$ cat config.mk
export PLATFORM = sky130hd
export DESIGN_NAME = rv32im_instruction_decoder
export DESIGN_NICKNAME = d
export VERILOG_FILES = /design/src/rvdec_pkg.sv /design/src/rvdec_decode.sv /design/src/rv32im_instruction_decoder.sv
export SDC_FILE = /design/constraint.sdc
export NUM_CORES = 1
export LEC_CHECK = 0
export BUFFER_PORTS_ARGS = -buffer_cell sky130_fd_sc_hd__buf_4
export CAP_MARGIN = 5
export CORE_MARGIN = 2
export CORE_UTILIZATION = 40
export DETAILED_ROUTE_END_ITERATION = 6
export SLEW_MARGIN = 20
export SYNTH_ARGS = -nofsm -noshare
export SYNTH_HDL_FRONTEND = slang
export SYNTH_SLANG_ARGS = --single-unit
$ cat constraint.sdc
create_clock -name clk -period 9.7 [get_ports clk]
set_clock_uncertainty 0.05 [all_clocks]
set_input_delay 2.425 -clock clk [delete_from_list [all_inputs] [get_ports clk]]
set_output_delay 2.425 -clock clk [all_outputs]
set_load 0.01 [all_outputs]
$ cat src/rvdec_pkg.sv
// ----------------------------------------------------------------------------
// rvdec_pkg
// Shared types, opcodes, operation numbers and lookup functions for the
// RV32IM instruction decoder.
// ----------------------------------------------------------------------------
package rvdec_pkg;

  localparam int unsigned InstrW  = 32;
  localparam int unsigned OpKindW = 6;
  localparam int unsigned RegIdxW = 5;
  localparam int unsigned ImmW    = 32;
  localparam int unsigned OutDataW = 56;   // 53 field bits, padded to whole bytes

  // major opcodes
  localparam logic [6:0] OPC_LOAD   = 7'b0000011;
  localparam logic [6:0] OPC_OPIMM  = 7'b0010011;
  localparam logic [6:0] OPC_AUIPC  = 7'b0010111;
  localparam logic [6:0] OPC_STORE  = 7'b0100011;
  localparam logic [6:0] OPC_OP     = 7'b0110011;
  localparam logic [6:0] OPC_LUI    = 7'b0110111;
  localparam logic [6:0] OPC_BRANCH = 7'b1100011;
  localparam logic [6:0] OPC_JALR   = 7'b1100111;
  localparam logic [6:0] OPC_JAL    = 7'b1101111;

  localparam logic [6:0] F7_BASE = 7'b0000000;
  localparam logic [6:0] F7_ALT  = 7'b0100000;
  localparam logic [6:0] F7_MUL  = 7'b0000001;

  localparam logic [2:0] F3_SLL = 3'd1;
  localparam logic [2:0] F3_SR  = 3'd5;
  localparam logic [2:0] F3_ADD = 3'd0;

  // operation numbers
  localparam logic [OpKindW-1:0] OP_LB     = 6'd0;
  localparam logic [OpKindW-1:0] OP_LH     = 6'd1;
  localparam logic [OpKindW-1:0] OP_LW     = 6'd2;
  localparam logic [OpKindW-1:0] OP_LBU    = 6'd3;
  localparam logic [OpKindW-1:0] OP_LHU    = 6'd4;
  localparam logic [OpKindW-1:0] OP_ADDI   = 6'd5;
  localparam logic [OpKindW-1:0] OP_SLLI   = 6'd6;
  localparam logic [OpKindW-1:0] OP_SLTI   = 6'd7;
  localparam logic [OpKindW-1:0] OP_SLTIU  = 6'd8;
  localparam logic [OpKindW-1:0] OP_XORI   = 6'd9;
  localparam logic [OpKindW-1:0] OP_SRLI   = 6'd10;
  localparam logic [OpKindW-1:0] OP_SRAI   = 6'd11;
  localparam logic [OpKindW-1:0] OP_ORI    = 6'd12;
  localparam logic [OpKindW-1:0] OP_ANDI   = 6'd13;
  localparam logic [OpKindW-1:0] OP_AUIPC  = 6'd14;
  localparam logic [OpKindW-1:0] OP_SB     = 6'd15;
  localparam logic [OpKindW-1:0] OP_SH     = 6'd16;
  localparam logic [OpKindW-1:0] OP_SW     = 6'd17;
  localparam logic [OpKindW-1:0] OP_ADD    = 6'd18;
  localparam logic [OpKindW-1:0] OP_SUB    = 6'd19;
  localparam logic [OpKindW-1:0] OP_MUL    = 6'd20;
  localparam logic [OpKindW-1:0] OP_SLL    = 6'd21;
  localparam logic [OpKindW-1:0] OP_MULH   = 6'd22;
  localparam logic [OpKindW-1:0] OP_SLT    = 6'd23;
  localparam logic [OpKindW-1:0] OP_MULHSU = 6'd24;
  localparam logic [OpKindW-1:0] OP_SLTU   = 6'd25;
  localparam logic [OpKindW-1:0] OP_MULHU  = 6'd26;
  localparam logic [OpKindW-1:0] OP_XOR    = 6'd27;
  localparam logic [OpKindW-1:0] OP_DIV    = 6'd28;
  localparam logic [OpKindW-1:0] OP_SRL    = 6'd29;
  localparam logic [OpKindW-1:0] OP_SRA    = 6'd30;
  localparam logic [OpKindW-1:0] OP_DIVU   = 6'd31;
  localparam logic [OpKindW-1:0] OP_OR     = 6'd32;
  localparam logic [OpKindW-1:0] OP_REM    = 6'd33;
  localparam logic [OpKindW-1:0] OP_AND    = 6'd34;
  localparam logic [OpKindW-1:0] OP_REMU   = 6'd35;
  localparam logic [OpKindW-1:0] OP_LUI    = 6'd36;
  localparam logic [OpKindW-1:0] OP_BEQ    = 6'd37;
  localparam logic [OpKindW-1:0] OP_BNE    = 6'd38;
  localparam logic [OpKindW-1:0] OP_BLT    = 6'd39;
  localparam logic [OpKindW-1:0] OP_BGE    = 6'd40;
  localparam logic [OpKindW-1:0] OP_BLTU   = 6'd41;
  localparam logic [OpKindW-1:0] OP_BGEU   = 6'd42;
  localparam logic [OpKindW-1:0] OP_JALR   = 6'd43;
  localparam logic [OpKindW-1:0] OP_JAL    = 6'd44;
  localparam logic [OpKindW-1:0] OP_LAST   = OP_JAL;

  // decode of one word
  typedef struct packed {
    logic [OpKindW-1:0] op_kind;
    logic [RegIdxW-1:0] dest_reg;
    logic [RegIdxW-1:0] src_reg_a;
    logic [RegIdxW-1:0] src_reg_b;
    logic [ImmW-1:0]    immediate;
    logic               illegal;
  } rvdec_result_t;

  // lookup with a valid flag in the top bit
  typedef struct packed {
    logic               ok;
    logic [OpKindW-1:0] kind;
  } rvdec_kind_t;

  function automatic rvdec_kind_t load_kind(input logic [2:0] f3);
    rvdec_kind_t k;
    k = '{ok: 1'b1, kind: OP_LB};
    case (f3)
      3'd0: k.kind = OP_LB;
      3'd1: k.kind = OP_LH;
      3'd2: k.kind = OP_LW;
      3'd4: k.kind = OP_LBU;
      3'd5: k.kind = OP_LHU;
      default: k.ok = 1'b0;
    endcase
    return k;
  endfunction

  function automatic logic [OpKindW-1:0] opimm_kind(input logic [2:0] f3);
    logic [OpKindW-1:0] k;
    case (f3)
      3'd0: k = OP_ADDI;
      3'd1: k = OP_SLLI;
      3'd2: k = OP_SLTI;
      3'd3: k = OP_SLTIU;
      3'd4: k = OP_XORI;
      3'd5: k = OP_SRLI;
      3'd6: k = OP_ORI;
      default: k = OP_ANDI;
    endcase
    return k;
  endfunction

  function automatic logic [OpKindW-1:0] op_base_kind(input logic [2:0] f3);
    logic [OpKindW-1:0] k;
    case (f3)
      3'd0: k = OP_ADD;
      3'd1: k = OP_SLL;
      3'd2: k = OP_SLT;
      3'd3: k = OP_SLTU;
      3'd4: k = OP_XOR;
      3'd5: k = OP_SRL;
      3'd6: k = OP_OR;
      default: k = OP_AND;
    endcase
    return k;
  endfunction

  function automatic logic [OpKindW-1:0] op_mul_kind(input logic [2:0] f3);
    logic [OpKindW-1:0] k;
    case (f3)
      3'd0: k = OP_MUL;
      3'd1: k = OP_MULH;
      3'd2: k = OP_MULHSU;
      3'd3: k = OP_MULHU;
      3'd4: k = OP_DIV;
      3'd5: k = OP_DIVU;
      3'd6: k = OP_REM;
      default: k = OP_REMU;
    endcase
    return k;
  endfunction

  function automatic rvdec_kind_t branch_kind(input logic [2:0] f3);
    rvdec_kind_t k;
    k = '{ok: 1'b1, kind: OP_BEQ};
    case (f3)
      3'd0: k.kind = OP_BEQ;
      3'd1: k.kind = OP_BNE;
      3'd4: k.kind = OP_BLT;
      3'd5: k.kind = OP_BGE;
      3'd6: k.kind = OP_BLTU;
      3'd7: k.kind = OP_BGEU;
      default: k.ok = 1'b0;
    endcase
    return k;
  endfunction

endpackage

$ cat src/rvdec_decode.sv
// ----------------------------------------------------------------------------
// rvdec_decode
// Combinational decode of one RV32IM word: operation number, register
// fields, format immediate and illegal flag.
// ----------------------------------------------------------------------------
module rvdec_decode (
  input  logic [rvdec_pkg::InstrW-1:0] instr,
  output rvdec_pkg::rvdec_result_t     result
);

  logic [6:0]  opc;
  logic [2:0]  f3;
  logic [6:0]  f7;
  logic [31:0] imm_i;
  logic [31:0] imm_s;
  logic [31:0] imm_b;
  logic [31:0] imm_j;
  logic [31:0] imm_u;
  logic [31:0] shamt;
  logic [31:0] imm;
  logic [rvdec_pkg::OpKindW-1:0] kind;
  logic        ok;
  rvdec_pkg::rvdec_kind_t lk;
  rvdec_pkg::rvdec_kind_t bk;

  assign opc = instr[6:0];
  assign f3  = instr[14:12];
  assign f7  = instr[31:25];

  assign imm_i = {{20{instr[31]}}, instr[31:20]};
  assign imm_s = {{20{instr[31]}}, instr[31:25], instr[11:7]};
  assign imm_b = {{19{instr[31]}}, instr[31], instr[7], instr[30:25], instr[11:8], 1'b0};
  assign imm_j = {{11{instr[31]}}, instr[31], instr[19:12], instr[20], instr[30:21], 1'b0};
  assign imm_u = {instr[31:12], 12'b0};
  assign shamt = {27'b0, instr[24:20]};

  assign lk = rvdec_pkg::load_kind(f3);
  assign bk = rvdec_pkg::branch_kind(f3);

  always_comb begin
    kind = rvdec_pkg::OP_LB;
    ok   = 1'b0;
    imm  = '0;
    case (opc)
      rvdec_pkg::OPC_LOAD: begin
        kind = lk.kind;
        ok   = lk.ok;
        imm  = imm_i;
      end
      rvdec_pkg::OPC_OPIMM: begin
        kind = rvdec_pkg::opimm_kind(f3);
        ok   = 1'b1;
        imm  = imm_i;
        if (f3 == rvdec_pkg::F3_SLL) begin
          imm = shamt;
          ok  = (f7 == rvdec_pkg::F7_BASE);
        end else if (f3 == rvdec_pkg::F3_SR) begin
          imm = shamt;
          // only bit 30 picks arithmetic shift
          if (instr[30]) begin
            kind = rvdec_pkg::OP_SRAI;
          end
        end
      end
      rvdec_pkg::OPC_AUIPC: begin
        kind = rvdec_pkg::OP_AUIPC;
        ok   = 1'b1;
        imm  = imm_u;
      end
      rvdec_pkg::OPC_STORE: begin
        kind = rvdec_pkg::OP_SB + {3'b0, f3};
        ok   = (f3 < 3'd3);
        imm  = imm_s;
      end
      rvdec_pkg::OPC_OP: begin
        if (f7 == rvdec_pkg::F7_BASE) begin
          kind = rvdec_pkg::op_base_kind(f3);
          ok   = 1'b1;
        end else if (f7 == rvdec_pkg::F7_MUL) begin
          kind = rvdec_pkg::op_mul_kind(f3);
          ok   = 1'b1;
        end else if (f7 == rvdec_pkg::F7_ALT && f3 == rvdec_pkg::F3_ADD) begin
          kind = rvdec_pkg::OP_SUB;
          ok   = 1'b1;
        end else if (f7 == rvdec_pkg::F7_ALT && f3 == rvdec_pkg::F3_SR) begin
          kind = rvdec_pkg::OP_SRA;
          ok   = 1'b1;
        end
      end
      rvdec_pkg::OPC_LUI: begin
        kind = rvdec_pkg::OP_LUI;
        ok   = 1'b1;
        imm  = imm_u;
      end
      rvdec_pkg::OPC_BRANCH: begin
        kind = bk.kind;
        ok   = bk.ok;
        imm  = imm_b;
      end
      rvdec_pkg::OPC_JALR: begin
        kind = rvdec_pkg::OP_JALR;
        ok   = (f3 == 3'd0);
        imm  = imm_i;
      end
      rvdec_pkg::OPC_JAL: begin
        kind = rvdec_pkg::OP_JAL;
        ok   = 1'b1;
        imm  = imm_j;
      end
      default: begin
        ok = 1'b0;
      end
    endcase
  end

  always_comb begin
    result.op_kind   = ok ? kind : '0;
    result.dest_reg  = instr[11:7];
    result.src_reg_a = instr[19:15];
    result.src_reg_b = instr[24:20];
    result.immediate = ok ? imm : '0;
    result.illegal   = ~ok;
  end

endmodule

$ cat src/rv32im_instruction_decoder.sv
// ----------------------------------------------------------------------------
// rv32im_instruction_decoder
// Streaming RV32IM decoder: input word register, decode logic, result
// register.
// ----------------------------------------------------------------------------
// One instruction word is taken per cycle while in_tready is high. A word
// accepted into the input register is decoded into the result register once
// that register is empty or being handed off, which raises out_tvalid; the
// decode leaves from the result register. Under back-pressure both stages
// hold, and in_tready drops only when both are full and out_tready is
// low. The result carries the operation number, rd/rs1/rs2 fields and the
// format immediate in out_tdata, and the illegal flag in out_tuser; an
// illegal word gives operation 0 and immediate 0. Nothing is stored between
// words, so latency and rate do not depend on the instruction.
module rv32im_instruction_decoder (
  input  logic        clk,
  input  logic        rst_n,
  input  logic        in_tvalid,
  output logic        in_tready,
  input  logic [31:0] in_tdata,   // [31:0] instr_word
  output logic        out_tvalid,
  input  logic        out_tready,
  // [5:0] op_kind, [10:6] dest_reg, [15:11] src_reg_a, [20:16] src_reg_b,
  // [52:21] immediate, [55:53] zero
  output logic [rvdec_pkg::OutDataW-1:0] out_tdata,
  output logic        out_tuser   // [0] illegal
);

  logic        s1_valid_r;
  logic        s1_valid_nxt;
  logic [31:0] s1_word_r;
  logic        out_valid_r;
  logic        out_valid_nxt;
  rvdec_pkg::rvdec_result_t out_res_r;
  rvdec_pkg::rvdec_result_t dec_res;
  logic        s2_load;
  logic        s1_load;

  rvdec_decode u_decode (
    .instr  (s1_word_r),
    .result (dec_res)
  );

  assign s2_load   = s1_valid_r && (!out_valid_r || out_tready);
  assign in_tready = !s1_valid_r || s2_load;
  assign s1_load   = in_tvalid && in_tready;

  always_comb begin
    s1_valid_nxt = s1_valid_r;
    if (s1_load) begin
      s1_valid_nxt = 1'b1;
    end else if (s2_load) begin
      s1_valid_nxt = 1'b0;
    end
    out_valid_nxt = out_valid_r;
    if (s2_load) begin
      out_valid_nxt = 1'b1;
    end else if (out_tready) begin
      out_valid_nxt = 1'b0;
    end
  end

  always_ff @(posedge clk) begin
    if (!rst_n) begin
      s1_valid_r  <= 1'b0;
      out_valid_r <= 1'b0;
    end else begin
      s1_valid_r  <= s1_valid_nxt;
      out_valid_r <= out_valid_nxt;
    end
  end

  always_ff @(posedge clk) begin
    if (s1_load) begin
      s1_word_r <= in_tdata;
    end
    if (s2_load) begin
      out_res_r <= dec_res;
    end
  end

  assign out_tvalid = out_valid_r;
  assign out_tdata  = {3'b000, out_res_r.immediate, out_res_r.src_reg_b,
                       out_res_r.src_reg_a, out_res_r.dest_reg, out_res_r.op_kind};
  assign out_tuser  = out_res_r.illegal;

`ifndef SYNTH
  a_illegal_zero: assert property (@(posedge clk) disable iff (!rst_n)
    (out_tvalid && out_tuser) |-> (out_tdata[5:0] == 6'd0 && out_tdata[52:21] == 32'd0))
    else $error("illegal result with nonzero op or immediate");

  a_op_range: assert property (@(posedge clk) disable iff (!rst_n)
    out_tvalid |-> (out_tdata[5:0] <= rvdec_pkg::OP_LAST))
    else $error("operation number out of range");

  a_reset_empty: assert property (@(posedge clk)
    !rst_n |=> (!out_tvalid && in_tready))
    else $error("pipeline not empty after reset");

  a_drain: assert property (@(posedge clk) disable iff (!rst_n)
    (out_tvalid && out_tready && !s1_valid_r) |=> !out_tvalid)
    else $error("result repeated after hand-off");
`endif

endmodule
==> results.md, run 1 <==
| Metric | Value |
| --- | --- |
| Final Core Density | 50.6% |
| Leakage | 1.76 nW |
| Net count reported at finish | 447 |
| Setup slack at placement | 4120 ps |
| Final Hold Vio Count | 0 |
| Wire length per cell | 16.1 µm |
| Total wire length after detailed routing | 8730 µm |
| Psw | 184 µW |
| Width of the die | 104 µm |
| Core footprint | 0.00973 mm² |
| Combinational cell fraction of total power | 9.4% |
| Antenna-violating nets left | 0 |
| I/O Buffers | 91 |
| Worst hold path class | register to register |
| Share of power burned in registers | 60.2% |
| Met3 WL post-DR | 873 µm |
| Maximum buffer depth of the clock tree | 2 |
| Die ar. | 0.0108 mm² |
| YS warnings | 0 |
| Number of distinct library cells after synthesis | 53 |
| Root cell of the clock tree | sky130_fd_sc_hd__clkbuf_8 |
| Hold-fix buffer count after cts | 0 |
| Post-synth top flop | sky130_fd_sc_hd__edfxtp_1 |
| H-Tree Depth | 3 |
| Met2 routed wirelength | 3970 µm |
| Met1 layer wirelength in the final routing | 3810 µm |
| Most prevalent standard cell on the critical path | sky130_fd_sc_hd__buf_4 |
| Internal power component | 568 µW |
| Max_slew headroom | 50.0% |
| Transition at the pin with the smallest max-transition slack | 749 ps |
| Data required time of the critical path | 7230 ps |
| HPWL reported at the end of detailed placement | 6070 µm |
| Element type at the critical path end | primary output |
| Total placed instance area | 0.00475 mm² |
| Synth async-reset ratio | 0% |
| Instance count of the mapped netlist | 322 |
| Peak ir drop on the vdd network | 0.0840 mV |
| Count of instances resized after the clock tree is built | 0 |
| Top Layer Used | met4 |
| Fmax | 179 MHz |
| Clock sink total | 88 |
| Final instance area | 0.00493 mm² |
| Die Y-Extent | 104 µm |
| Register bit count reported by yosys | 88 |
| Cell area after synthesis | 0.00400 mm² |
| Post-detailed-route via-to-cell ratio | 5.19 |
| DR vias | 2,818 |
| Part of the total power dissipated in the clock network | 30.4% |
| Remaining global-route overflow | 0 |
| Wire length of the first global-routing pass | 13,800 µm |
| Clock buffers created by TritonCTS | 9 |
| Starting DRC count in detailed routing | 293 |
| Critical path's slowest cell | sky130_fd_sc_hd__nor2b_1 |
| Routability congestion estimate from global placement | 0.925 |
| Most common library cell in the layout ignoring fill and taps | sky130_fd_sc_hd__buf_4 |
| Synthesis-to-finish area growth | 23.3% |
| Initial antenna violation count | 0 |
| Number of placement rows | 36 |
| Setup total negative slack | 0 ps |
| Power per cell area | 153 mW/mm² |
| Sw Share | 24.5% |
| Number of maximum-capacitance constraint violations | 0 |
| Starting utilization of the core area | 41.1% |
| Pre-Repair DR Iteration Count | 4 |
| Critical path's largest stage delay | 290 ps |
| Seq/Total Area, Yosys | 65.6% |
| Post-CTS setup buffers | 0 |
| CP max FO | 4 |
| Number of buffers and inverters on the critical path | 2 |
| Clock latency of the later-clocked register in the worst-skew pair | 350 ps |
| CP delay by family, top | simple AND/OR/NAND/NOR gates |
| Top library cells by usage in the layout, fill and taps aside | sky130_fd_sc_hd__buf_4 (95), sky130_fd_sc_hd__edfxtp_1 (86), sky130_fd_sc_hd__nand2_1 (34), sky130_fd_sc_hd__a21oi_1 (28), sky130_fd_sc_hd__nor2_1 (21) |
| Outcome | finished clean |
| Pin count of the biggest net entering global routing | 55 |
| IO Count | 95 |
| Average footprint of a synthesized cell | 12.4 µm² |
| Proportion of layout cells with a drive suffix above 1 | 28.5% |
| Clock tree from TritonCTS | done |
| Count of antenna diodes in the layout | 0 |
| Clock input transition at the sequential cells of the worst setup and hold paths | 90 ps |
| Tmin final | 5570 ps |
| Fin. max-slew vios | 0 |
| Global-route usage over all layers | 16.3% |
| Worst Slack Setup Final | 4130 ps |
| Final number of setup-violating endpoints | 0 |
| Crit start category | primary input |
| Final critical-path share of the clock period | 57.5% |
| DRC violation count after routing | 0 |
| EDFF count, synth | 86 |
| Category of the critical setup timing path | primary input to primary output |
| Unrepaired setup endpoints after global routing | false |
| Vias in the first global route | 2,610 |
| Critical path cell sequence | buf_4, nor2b_1, nand2_1, buf_4 |
| Arr. time, crit path | 3100 ps |
-- cell usage after synthesis, drive strengths merged, types with 5 or more instances --
master,n,area share (%)
buf,11,2.4
ha,6,1.9
clkbuf,14,1.3
nor3,13,1.6
and3,7,1.1
nor2b,10,1.6
edfxtp,86,65
inv,7,0.66
nand2,34,3.2
nand3,5,0.63
o21ai,12,1.5
nor2,21,2.0
a21oi,30,3.9
-- cell type report --
| cell class | instances | area, µm² |
|---|---|---|
| tap | 133 | 166 |
| inverter | 7 | 26.3 |
| timing repair buffer | 95 | 713 |
| sequential | 88 | 2620 |
| clock inverter | 6 | 51.3 |
| clock buffer | 10 | 128 |
| fill | 886 | 4800 |
| multi-input combinational | 204 | 1220 |
-- power groups by stage --
stage | Sequential [mW] | Clock, mW | Combinational, mW
finish | 0.453 | 0.228 | 0.0705
global route | 0.456 | 0.249 | 0.0770
CTS | 0.453 | 0.236 | 0.0711
detailed placement | 0.462 | 0 | 0.0710
global placement | 0.462 | 0 | 0.0702
floorplan | 0.461 | 0 | 0.0349
-- cells by family (layout without fill, tap and decap cells) --
logic type | count (synthesis) | count (layout) | synth area share (%)
simple gates | 115 | 115 | 15.1
fa+ha+maj | 6 | 6 | 1.88
flops | 88 | 88 | 65.6
other cells | 1 | 3 | 0.0939
buf+inv | 32 | 118 | 4.35
compound gates | 80 | 80 | 12.9
-- state kept, by name (all words and copies together) (netlist names) --
register    cells
s1_word_r      32
out_tuser       1
out_tdata      53
out_tvalid      1
s1_valid_r      1
-- worst paths after layout --
path / from / endpoint / slack, ps / cells after the start
worst max-delay path: out_tready / in_tready / 4130 / 4
worst min-delay path: s1_word_r[8] / out_tdata[7] / 410 / 0
worst max register to register: s1_word_r[13] / out_tdata[1] / 6850 / 8
worst min register to register: s1_word_r[8] / out_tdata[7] / 410 / 0
-- metal layers --
layer  global-route usage [%]  vias to the layer above
met1                     23.4                     1301
met3                     4.57                       10
met5                        0                        -
met2                     23.6                      138
li1                         -                     1369
met4                     5.69                        0
-- stage by stage --
step / power, mW / instances / hold slack (ps)
finish: 0.752 / 543 / 406
CTS: 0.761 / 543 / 409
floorplan: 0.496 / 324 / 376
global placement: 0.532 / 527 / 382
detailed placement: 0.533 / 527 / 386
global route: 0.782 / 543 / 422
Note: power is estimated with default switching activity, not from simulation.
==> run 2: changes to the inputs <==
==> constraint.sdc (replaced) <==
create_clock -name clk -period 4.54 [get_ports clk]
set_clock_uncertainty 0.05 [all_clocks]
set_input_delay 1.135 -clock clk [delete_from_list [all_inputs] [get_ports clk]]
set_output_delay 1.135 -clock clk [all_outputs]
set_load 0.01 [all_outputs]
==> run 2 against run 1 <==
- first-iteration DRC count decreased by 25%
- global-route usage grew 0.35 points
- cell count did not move
- count of clock-buffer cells in the layout unchanged
- non-clock buffer count unchanged
- die area did not move
- worst hold slack improved by 4.3 ps
- utilization barely moved
- combinational power rose by 110%
- critical path type unchanged
==> results.md, run 2 (synthesis results as in run 1) <==
| Metric | Value | Change |
| --- | --- | --- |
| Sw Share | 24.5% | +0.044 points |
| Worst hold path class | register to register |  |
| Transition at the pin with the smallest max-transition slack | 986 ps | +237 ps |
| Clock tree from TritonCTS | done |  |
| DRC violation count after routing | 0 | unchanged |
| Tmin final | 3000 ps |  |
| Unrepaired setup endpoints after global routing | false |  |
| Worst hold path endpoint | out_tdata[11] |  |
| Worst hold path cell count | 0 | unchanged |
| Remaining global-route overflow | 0 | unchanged |
| HPWL reported at the end of detailed placement | 6260 µm | +3.1% |
| Total placed instance area | 0.00475 mm² | unchanged |
| Core footprint | 0.00973 mm² | unchanged |
| Fill cells | 902 | +1.8% |
| Top library cells by usage in the layout, fill and taps aside | sky130_fd_sc_hd__buf_4 (95), sky130_fd_sc_hd__edfxtp_1 (86), sky130_fd_sc_hd__nand2_1 (34), sky130_fd_sc_hd__a21oi_1 (28), sky130_fd_sc_hd__nor2_1 (21) |  |
| Beginning of the worst register-to-register path | s1_word_r[13] |  |
| Number of flip-flops in the largest register | 53 | unchanged |
| Post-CTS setup buffers | 0 | unchanged |
| Hold_sp | s1_word_r[15] |  |
| Clock input transition at the sequential cells of the worst setup and hold paths | 90 ps | about the same |
| IO Count | 95 | unchanged |
| Setup slack at placement | 1540 ps | -2590 ps |
| Width of the die | 104 µm | unchanged |
| Cell depth of the worst flop-to-flop path | 8 | unchanged |
| Sum of internal, switching and leakage power | 1.61 mW | +110% |
| Part of the total power dissipated in the clock network | 30.4% | about the same |
| Final Hold Vio Count | 0 | unchanged |
| Hold-fix buffer count after cts | 0 | unchanged |
| Clock sink total | 88 | unchanged |
| Post-detailed-route via-to-cell ratio | 5.28 | +1.7% |
| I/O Buffers | 91 | unchanged |
| Maximum buffer depth of the clock tree | 2 | unchanged |
| Top register by number of flip-flops | out_tdata |  |
| Die ar. | 0.0108 mm² | unchanged |
| Synthesis-to-finish area growth | 23.4% | about the same |
| Leakage | 1.75 nW | -0.14% |
| Number of maximum-capacitance constraint violations | 0 | unchanged |
| Total wire length after detailed routing | 8870 µm | +1.7% |
| Routability congestion estimate from global placement | 0.920 | -0.56% |
| Antenna-violating nets left | 0 | unchanged |
| Clock buffers created by TritonCTS | 9 | unchanged |
| Power per cell area | 326 mW/mm² | +110% |
| Arr. time, crit path | 1820 ps | -1280 ps |
| Setup total negative slack | 0 ps | unchanged |
| Registers with the highest flip-flop counts | out_tdata (53), s1_word_r (32) |  |
| Category of the critical setup timing path | primary input to primary output |  |
| Starting DRC count in detailed routing | 221 | -25% |
| Wire length per cell | 16.3 µm | +1.7% |
| Count of instances resized after the clock tree is built | 0 | unchanged |
| Net count reported at finish | 447 | unchanged |
| R2R setup slack | 1790 ps | -5060 ps |
| Global-route usage over all layers | 16.6% | +0.35 points |
| CP max FO | 4 | unchanged |
| Number of placement rows | 36 | unchanged |
| Root cell of the clock tree | sky130_fd_sc_hd__clkbuf_8 |  |
| Pre-Repair DR Iteration Count | 4 | unchanged |
| Most common library cell in the layout ignoring fill and taps | sky130_fd_sc_hd__buf_4 |  |
| Proportion of layout cells with a drive suffix above 1 | 28.5% | unchanged |
| Psw | 395 µW | +110% |
| Reg2Reg Capture Point | out_tdata[21] |  |
| Data required time of the critical path | 3360 ps | -3870 ps |
| Clock latency of the later-clocked register in the worst-skew pair | 350 ps | about the same |
| Fmax | 333 MHz |  |
| Combinational cell fraction of total power | 9.4% | about the same |
| Share of power burned in registers | 60.2% | about the same |
| H-Tree Depth | 3 | unchanged |
| Die Y-Extent | 104 µm | unchanged |
| DR vias | 2,867 | +1.7% |
| Element type at the critical path end | primary output |  |
| Worst Slack Setup Final | 1540 ps | -2590 ps |
| Vias in the first global route | 2,759 | +5.7% |
| Internal power component | 1.21 mW | +110% |
| Wire length of the first global-routing pass | 14,000 µm | +2.1% |
| Starting utilization of the core area | 41.1% | unchanged |
| Fin. max-slew vios | 0 | unchanged |
| Outcome | finished clean |  |
| Count of antenna diodes in the layout | 0 | unchanged |
| Peak ir drop on the vdd network | 0.191 mV | +130% |
| Initial antenna violation count | 0 | unchanged |
| Pin count of the biggest net entering global routing | 35 | -36% |
| Crit start category | primary input |  |
| Final critical-path share of the clock period | 66.1% |  |
| Max_slew headroom | 34.1% | -16 points |
| Final instance area | 0.00493 mm² | about the same |
| Final number of setup-violating endpoints | 0 | unchanged |
[run 2: cell count changes in the layout (fill, tap and decap cells not counted)]
cell / delta
sky130_fd_sc_hd__clkinv_4: -1
sky130_fd_sc_hd__clkinvlp_4: +1
sky130_fd_sc_hd__inv_6: -1
sky130_fd_sc_hd__inv_8: +1
[run 2: how the worst max path moves through the flow]
stage                           from            to  depth (start not counted)
after floorplan           out_tready  out_tdata[0]                          2
after global placement    out_tready     in_tready                          4
after detailed placement  out_tready     in_tready                          4
after CTS                 out_tready     in_tready                          4
after global routing      out_tready     in_tready                          4
final                     out_tready     in_tready                          4
[run 2: metal layers]
metal  vias up  routed length, µm  GRT usage (%)
li1       1375                  -              -
met1      1344               3960           22.8
met2       133               3950           25.3
met3        15                783           3.88
met4         0                181           7.34
met5         -                  0              0
[run 2: stage by stage]
stage / hold WS, ps / instances / util [%]
6_report: 410 / 543 / 50.7
5_1_grt: 425 / 543 / 50.7
3_5_place_dp: 385 / 527 / 48.8
3_3_place_gp: 383 / 527 / 48.8
2_1_floorplan: 376 / 324 / -
4_1_cts: 413 / 543 / 50.7
[run 2: area by class of cell]
| class | count | area (µm²) | share of cell area, % |
|---|---|---|---|
| Clock buffer | 10 | 128 | 2.59 |
| Clock inverter | 6 | 52.6 | 1.07 |
| Inverter | 7 | 26.3 | 0.533 |
| Multi-Input combinational cell | 204 | 1220 | 24.8 |
| Sequential cell | 88 | 2620 | 53.2 |
| Tap cell | 133 | 166 | 3.38 |
| Timing Repair Buffer | 95 | 713 | 14.5 |
[run 2: power by group through the flow]
stage	clock, mW	combinational (mW)	sequential [mW]
finish	0.489	0.151	0.969
global route	0.536	0.165	0.975
CTS	0.506	0.152	0.969
detailed placement	0	0.152	0.987
global placement	0	0.151	0.986
floorplan	0	0.0745	0.985
[run 2: critical path, cell delays in order]
cell                      delay (ps)
sky130_fd_sc_hd__buf_4           110
sky130_fd_sc_hd__nor2b_1         290
sky130_fd_sc_hd__nand2_1         120
sky130_fd_sc_hd__buf_4           160
==> run 3: changes to the inputs <==
--- a/config.mk
+++ b/config.mk
@@ -5,6 +5,7 @@
 export SDC_FILE = /design/constraint.sdc
 export NUM_CORES = 1
 export LEC_CHECK = 0
+export ABC_AREA = 1
 export BUFFER_PORTS_ARGS = -buffer_cell sky130_fd_sc_hd__buf_4
 export CAP_MARGIN = 5
 export CORE_MARGIN = 2
==> constraint.sdc (replaced) <==
create_clock -name clk -period 2.7 [get_ports clk]
set_clock_uncertainty 0.05 [all_clocks]
set_input_delay 0.675 -clock clk [delete_from_list [all_inputs] [get_ports clk]]
set_output_delay 0.675 -clock clk [all_outputs]
set_load 0.01 [all_outputs]
==> run 3 against run 2 <==
- cell count up 23%
- clock power up 80%
- largest cell class unchanged
- die area rose by 6.7%
- count of clock-buffer cells in the layout unchanged
- worst hold slack lost 13 ps
- non-clock buffer count rose by 2
==> results.md, run 3 <==
| Metric | Value | Change |
| --- | --- | --- |
| Outcome | finished clean |  |
| GRT met3 Usage | 3.87% | -0.011 points |
| Power per cell area | 514 mW/mm² | +57% |
| Pre-Repair DR Iteration Count | 5 | +1 |
| Proportion of layout cells with a drive suffix above 1 | 28.6% | +0.089 points |
| Antenna-violating nets left | 0 | unchanged |
| Element type at the critical path end | register |  |
| Yosys top cell area share | 60.4% | -4.2 points |
| Largest cells by area after synthesis | sky130_fd_sc_hd__edfxtp_1 (60%), sky130_fd_sc_hd__nand2_1 (7.6%), sky130_fd_sc_hd__nor2_1 (4.4%) |  |
| Library cell occupying the most area in the post-synthesis netlist | sky130_fd_sc_hd__edfxtp_1 |  |
| Starting utilization of the core area | 41.2% | +0.17 points |
| Crit start category | register |  |
| Leakage | 2.46 nW | +40% |
| Global-route usage over all layers | 17.4% | +0.80 points |
| Unrepaired setup endpoints after global routing | false |  |
| Count of instances resized after the clock tree is built | 0 | unchanged |
| Post-CTS setup buffers | 0 | unchanged |
| Tmin final | 2500 ps |  |
| Registers with the highest flip-flop counts | out_tdata (53), s1_word_r (32) |  |
| Clock tree from TritonCTS | done |  |
| Max_slew headroom | 57.5% | +23 points |
| Cell depth of the worst flop-to-flop path | 9 | +1 |
| Remaining global-route overflow | 0 | unchanged |
| Top register by number of flip-flops | out_tdata |  |
| Number of placed cells counting well taps | 651 | +24% |
| Clock sink total | 88 | unchanged |
| Final critical-path share of the clock period | 92.6% |  |
| Maximum buffer depth of the clock tree | 2 | unchanged |
| Worst hold path endpoint | out_tdata[12] |  |
| Category of the critical setup timing path | register to register |  |
| Clock input transition at the sequential cells of the worst setup and hold paths | 90 ps | about the same |
| H-Tree Depth | 3 | unchanged |
| Total wire length after detailed routing | 9670 µm | +9.0% |
| Fmax | 400 MHz |  |
| Wire length of the first global-routing pass | 15,200 µm | +8.2% |
| Hold-fix buffer count after cts | 0 | unchanged |
| EDFF count, synth | 86 | unchanged |
| Fill cells | 974 | +8.0% |
| Root cell of the clock tree | sky130_fd_sc_hd__clkbuf_8 |  |
| Starting DRC count in detailed routing | 161 | -27% |
| Setup slack at placement | 226 ps | -1310 ps |
| Count of antenna diodes in the layout | 0 | unchanged |
| Worst hold path cell count | 0 | unchanged |
| Most instantiated library cell after synthesis | sky130_fd_sc_hd__nand2_1 |  |
| Net count reported at finish | 568 | +27% |
| IO Count | 95 | unchanged |
| Final cell count without fillers | 667 | +23% |
| Average footprint of a synthesized cell | 10.0 µm² | -19% |
| I/O Buffers | 91 | unchanged |
| GRT met2 Usage | 29.4% | +4.1 points |
| Die Y-Extent | 107 µm | +3.3% |
| Final number of setup-violating endpoints | 0 | unchanged |
| Instance count of the mapped netlist | 426 | +32% |
| Wire length per cell | 14.5 µm | -11% |
| Transition at the pin with the smallest max-transition slack | 638 ps | -348 ps |
| Layer carrying the most global-route usage | met2 |  |
| Final Hold Vio Count | 0 | unchanged |
| Reg2Reg Capture Point | out_tdata[0] |  |
| Synth async-reset ratio | 0% | unchanged |
| Synthesis-to-finish area growth | 24.1% |  |
| Arr. time, crit path | 2550 ps | +730 ps |
| Number of flip-flops in the largest register | 53 | unchanged |
| Cell area after synthesis | 0.00428 mm² | +7.0% |
| Most common library cell in the layout ignoring fill and taps | sky130_fd_sc_hd__buf_4 |  |
| Die ar. | 0.0115 mm² | +6.7% |
| R2R setup slack | 200 ps | -1590 ps |
| YS warnings | 0 | unchanged |
| Top library cells by usage in the layout, fill and taps aside | sky130_fd_sc_hd__buf_4 (96), sky130_fd_sc_hd__nand2_1 (87), sky130_fd_sc_hd__edfxtp_1 (86), sky130_fd_sc_hd__nor2_1 (50), sky130_fd_sc_hd__inv_1 (43) |  |
| Number of maximum-capacitance constraint violations | 0 | unchanged |
| Multi-input logic area | 0.00137 mm² | +13% |
| Post-synth top flop | sky130_fd_sc_hd__edfxtp_1 |  |
| Vias in the first global route | 3,171 | +15% |
| Clock latency of the later-clocked register in the worst-skew pair | 360 ps | about the same |
| Hold_ws | 397 ps | -13.2 ps |
| DR vias | 3,229 | +13% |
| Worst hold path class | register to register |  |
| Width of the die | 107 µm | +3.3% |
| Sequential cell area | 0.00262 mm² | unchanged |
| Number of distinct library cells after synthesis | 36 | -32% |
| HPWL reported at the end of detailed placement | 7230 µm | +16% |
| DRC violation count after routing | 0 | unchanged |
| Beginning of the worst register-to-register path | s1_word_r[13] |  |
| Top post-synthesis cells by count | sky130_fd_sc_hd__nand2_1 (87), sky130_fd_sc_hd__edfxtp_1 (86), sky130_fd_sc_hd__nor2_1 (50) |  |
| Seq/Total Area, Yosys | 61.3% | -4.3 points |
| Clock buffers created by TritonCTS | 9 | unchanged |
| Peak ir drop on the vdd network | 0.283 mV | +49% |
| Core footprint | 0.0104 mm² | +6.6% |
| Hold_sp | s1_word_r[16] |  |
| Worst Slack Setup Final | 200 ps | -1340 ps |
| Number of placement rows | 37 | +2.8% |
| Setup total negative slack | 0 ps | unchanged |
| Register bit count reported by yosys | 88 | unchanged |
| Data required time of the critical path | 2750 ps | -610 ps |
| Initial antenna violation count | 0 | unchanged |
| Pin count of the biggest net entering global routing | 55 | +57% |
| Routability congestion estimate from global placement | 0.918 | -0.20% |
| Fin. max-slew vios | 0 | unchanged |
| CP max FO | 12 | +8 |
| Post-detailed-route via-to-cell ratio | 4.84 | -8.3% |
| GRT met1 Usage | 21.4% | -1.4 points |
run 3: through the flow:
stage / area, µm² / util [%] / power, mW
6_report: 5310 / 51.2 / 2.73
5_1_grt: 5310 / 51.2 / 2.82
4_1_cts: 5310 / 51.2 / 2.75
3_5_place_dp: 5120 / 49.4 / 1.88
3_3_place_gp: 5120 / 49.4 / 1.88
2_1_floorplan: 4290 / - / 1.76
run 3: routing by layer:
| layer | routed length [µm] | vias up |
|---|---|---|
| met3 | 562 | 27 |
| met5 | 0 | - |
| met2 | 4760 | 112 |
| li1 | - | 1620 |
| met4 | 323 | 0 |
| met1 | 4020 | 1470 |
run 3: worst max-delay path by stage:
stage	end	from	slack, ps
after floorplan	out_tdata[0]	out_tready	560
after global placement	out_tdata[0]	s1_word_r[13]	300
after detailed placement	out_tdata[0]	s1_word_r[13]	230
after CTS	out_tdata[0]	s1_word_r[13]	210
after global routing	out_tdata[0]	s1_word_r[13]	4
final	out_tdata[0]	s1_word_r[13]	200
run 3: layout make-up:
class                           instances  share of cell area (%)
Timing Repair Buffer                   97                    14.0
Tap cell                              136                    3.21
Clock buffer                           10                    2.40
Inverter                               56                    4.03
Clock inverter                          6                    1.11
Sequential cell                        88                    49.4
Multi-Input combinational cell        274                    25.9
run 3: power by group:
group          total [mW]  switching [mW]  leakage [nW]  internal [mW]
sequential           1.59          0.0319         0.878           1.56
combinational       0.255           0.153          1.49          0.102
clock               0.880           0.456        0.0934          0.424
total                2.73           0.640          2.46           2.09
run 3: worst max-delay path, stage by stage (launching register included):
cell and delay [ps]:
sky130_fd_sc_hd__edfxtp_1 510, sky130_fd_sc_hd__inv_1 150, sky130_fd_sc_hd__ha_1 320, sky130_fd_sc_hd__inv_1 100
sky130_fd_sc_hd__nor2_1 230, sky130_fd_sc_hd__a21oi_1 110, sky130_fd_sc_hd__nor2_1 200, sky130_fd_sc_hd__nand2_4 130
sky130_fd_sc_hd__nor2_4 350, sky130_fd_sc_hd__nor2_1 90
run 3: cells by family after synthesis:
family | Yosys count | synth area share [%]
AOI/OAI and AO/OA | 61 | 7.49
adders and majority gates | 6 | 1.76
buffers and inverters | 66 | 6.96
DFF | 88 | 61.3
other | 1 | 0.0877
and+or+nand+nor | 204 | 22.4
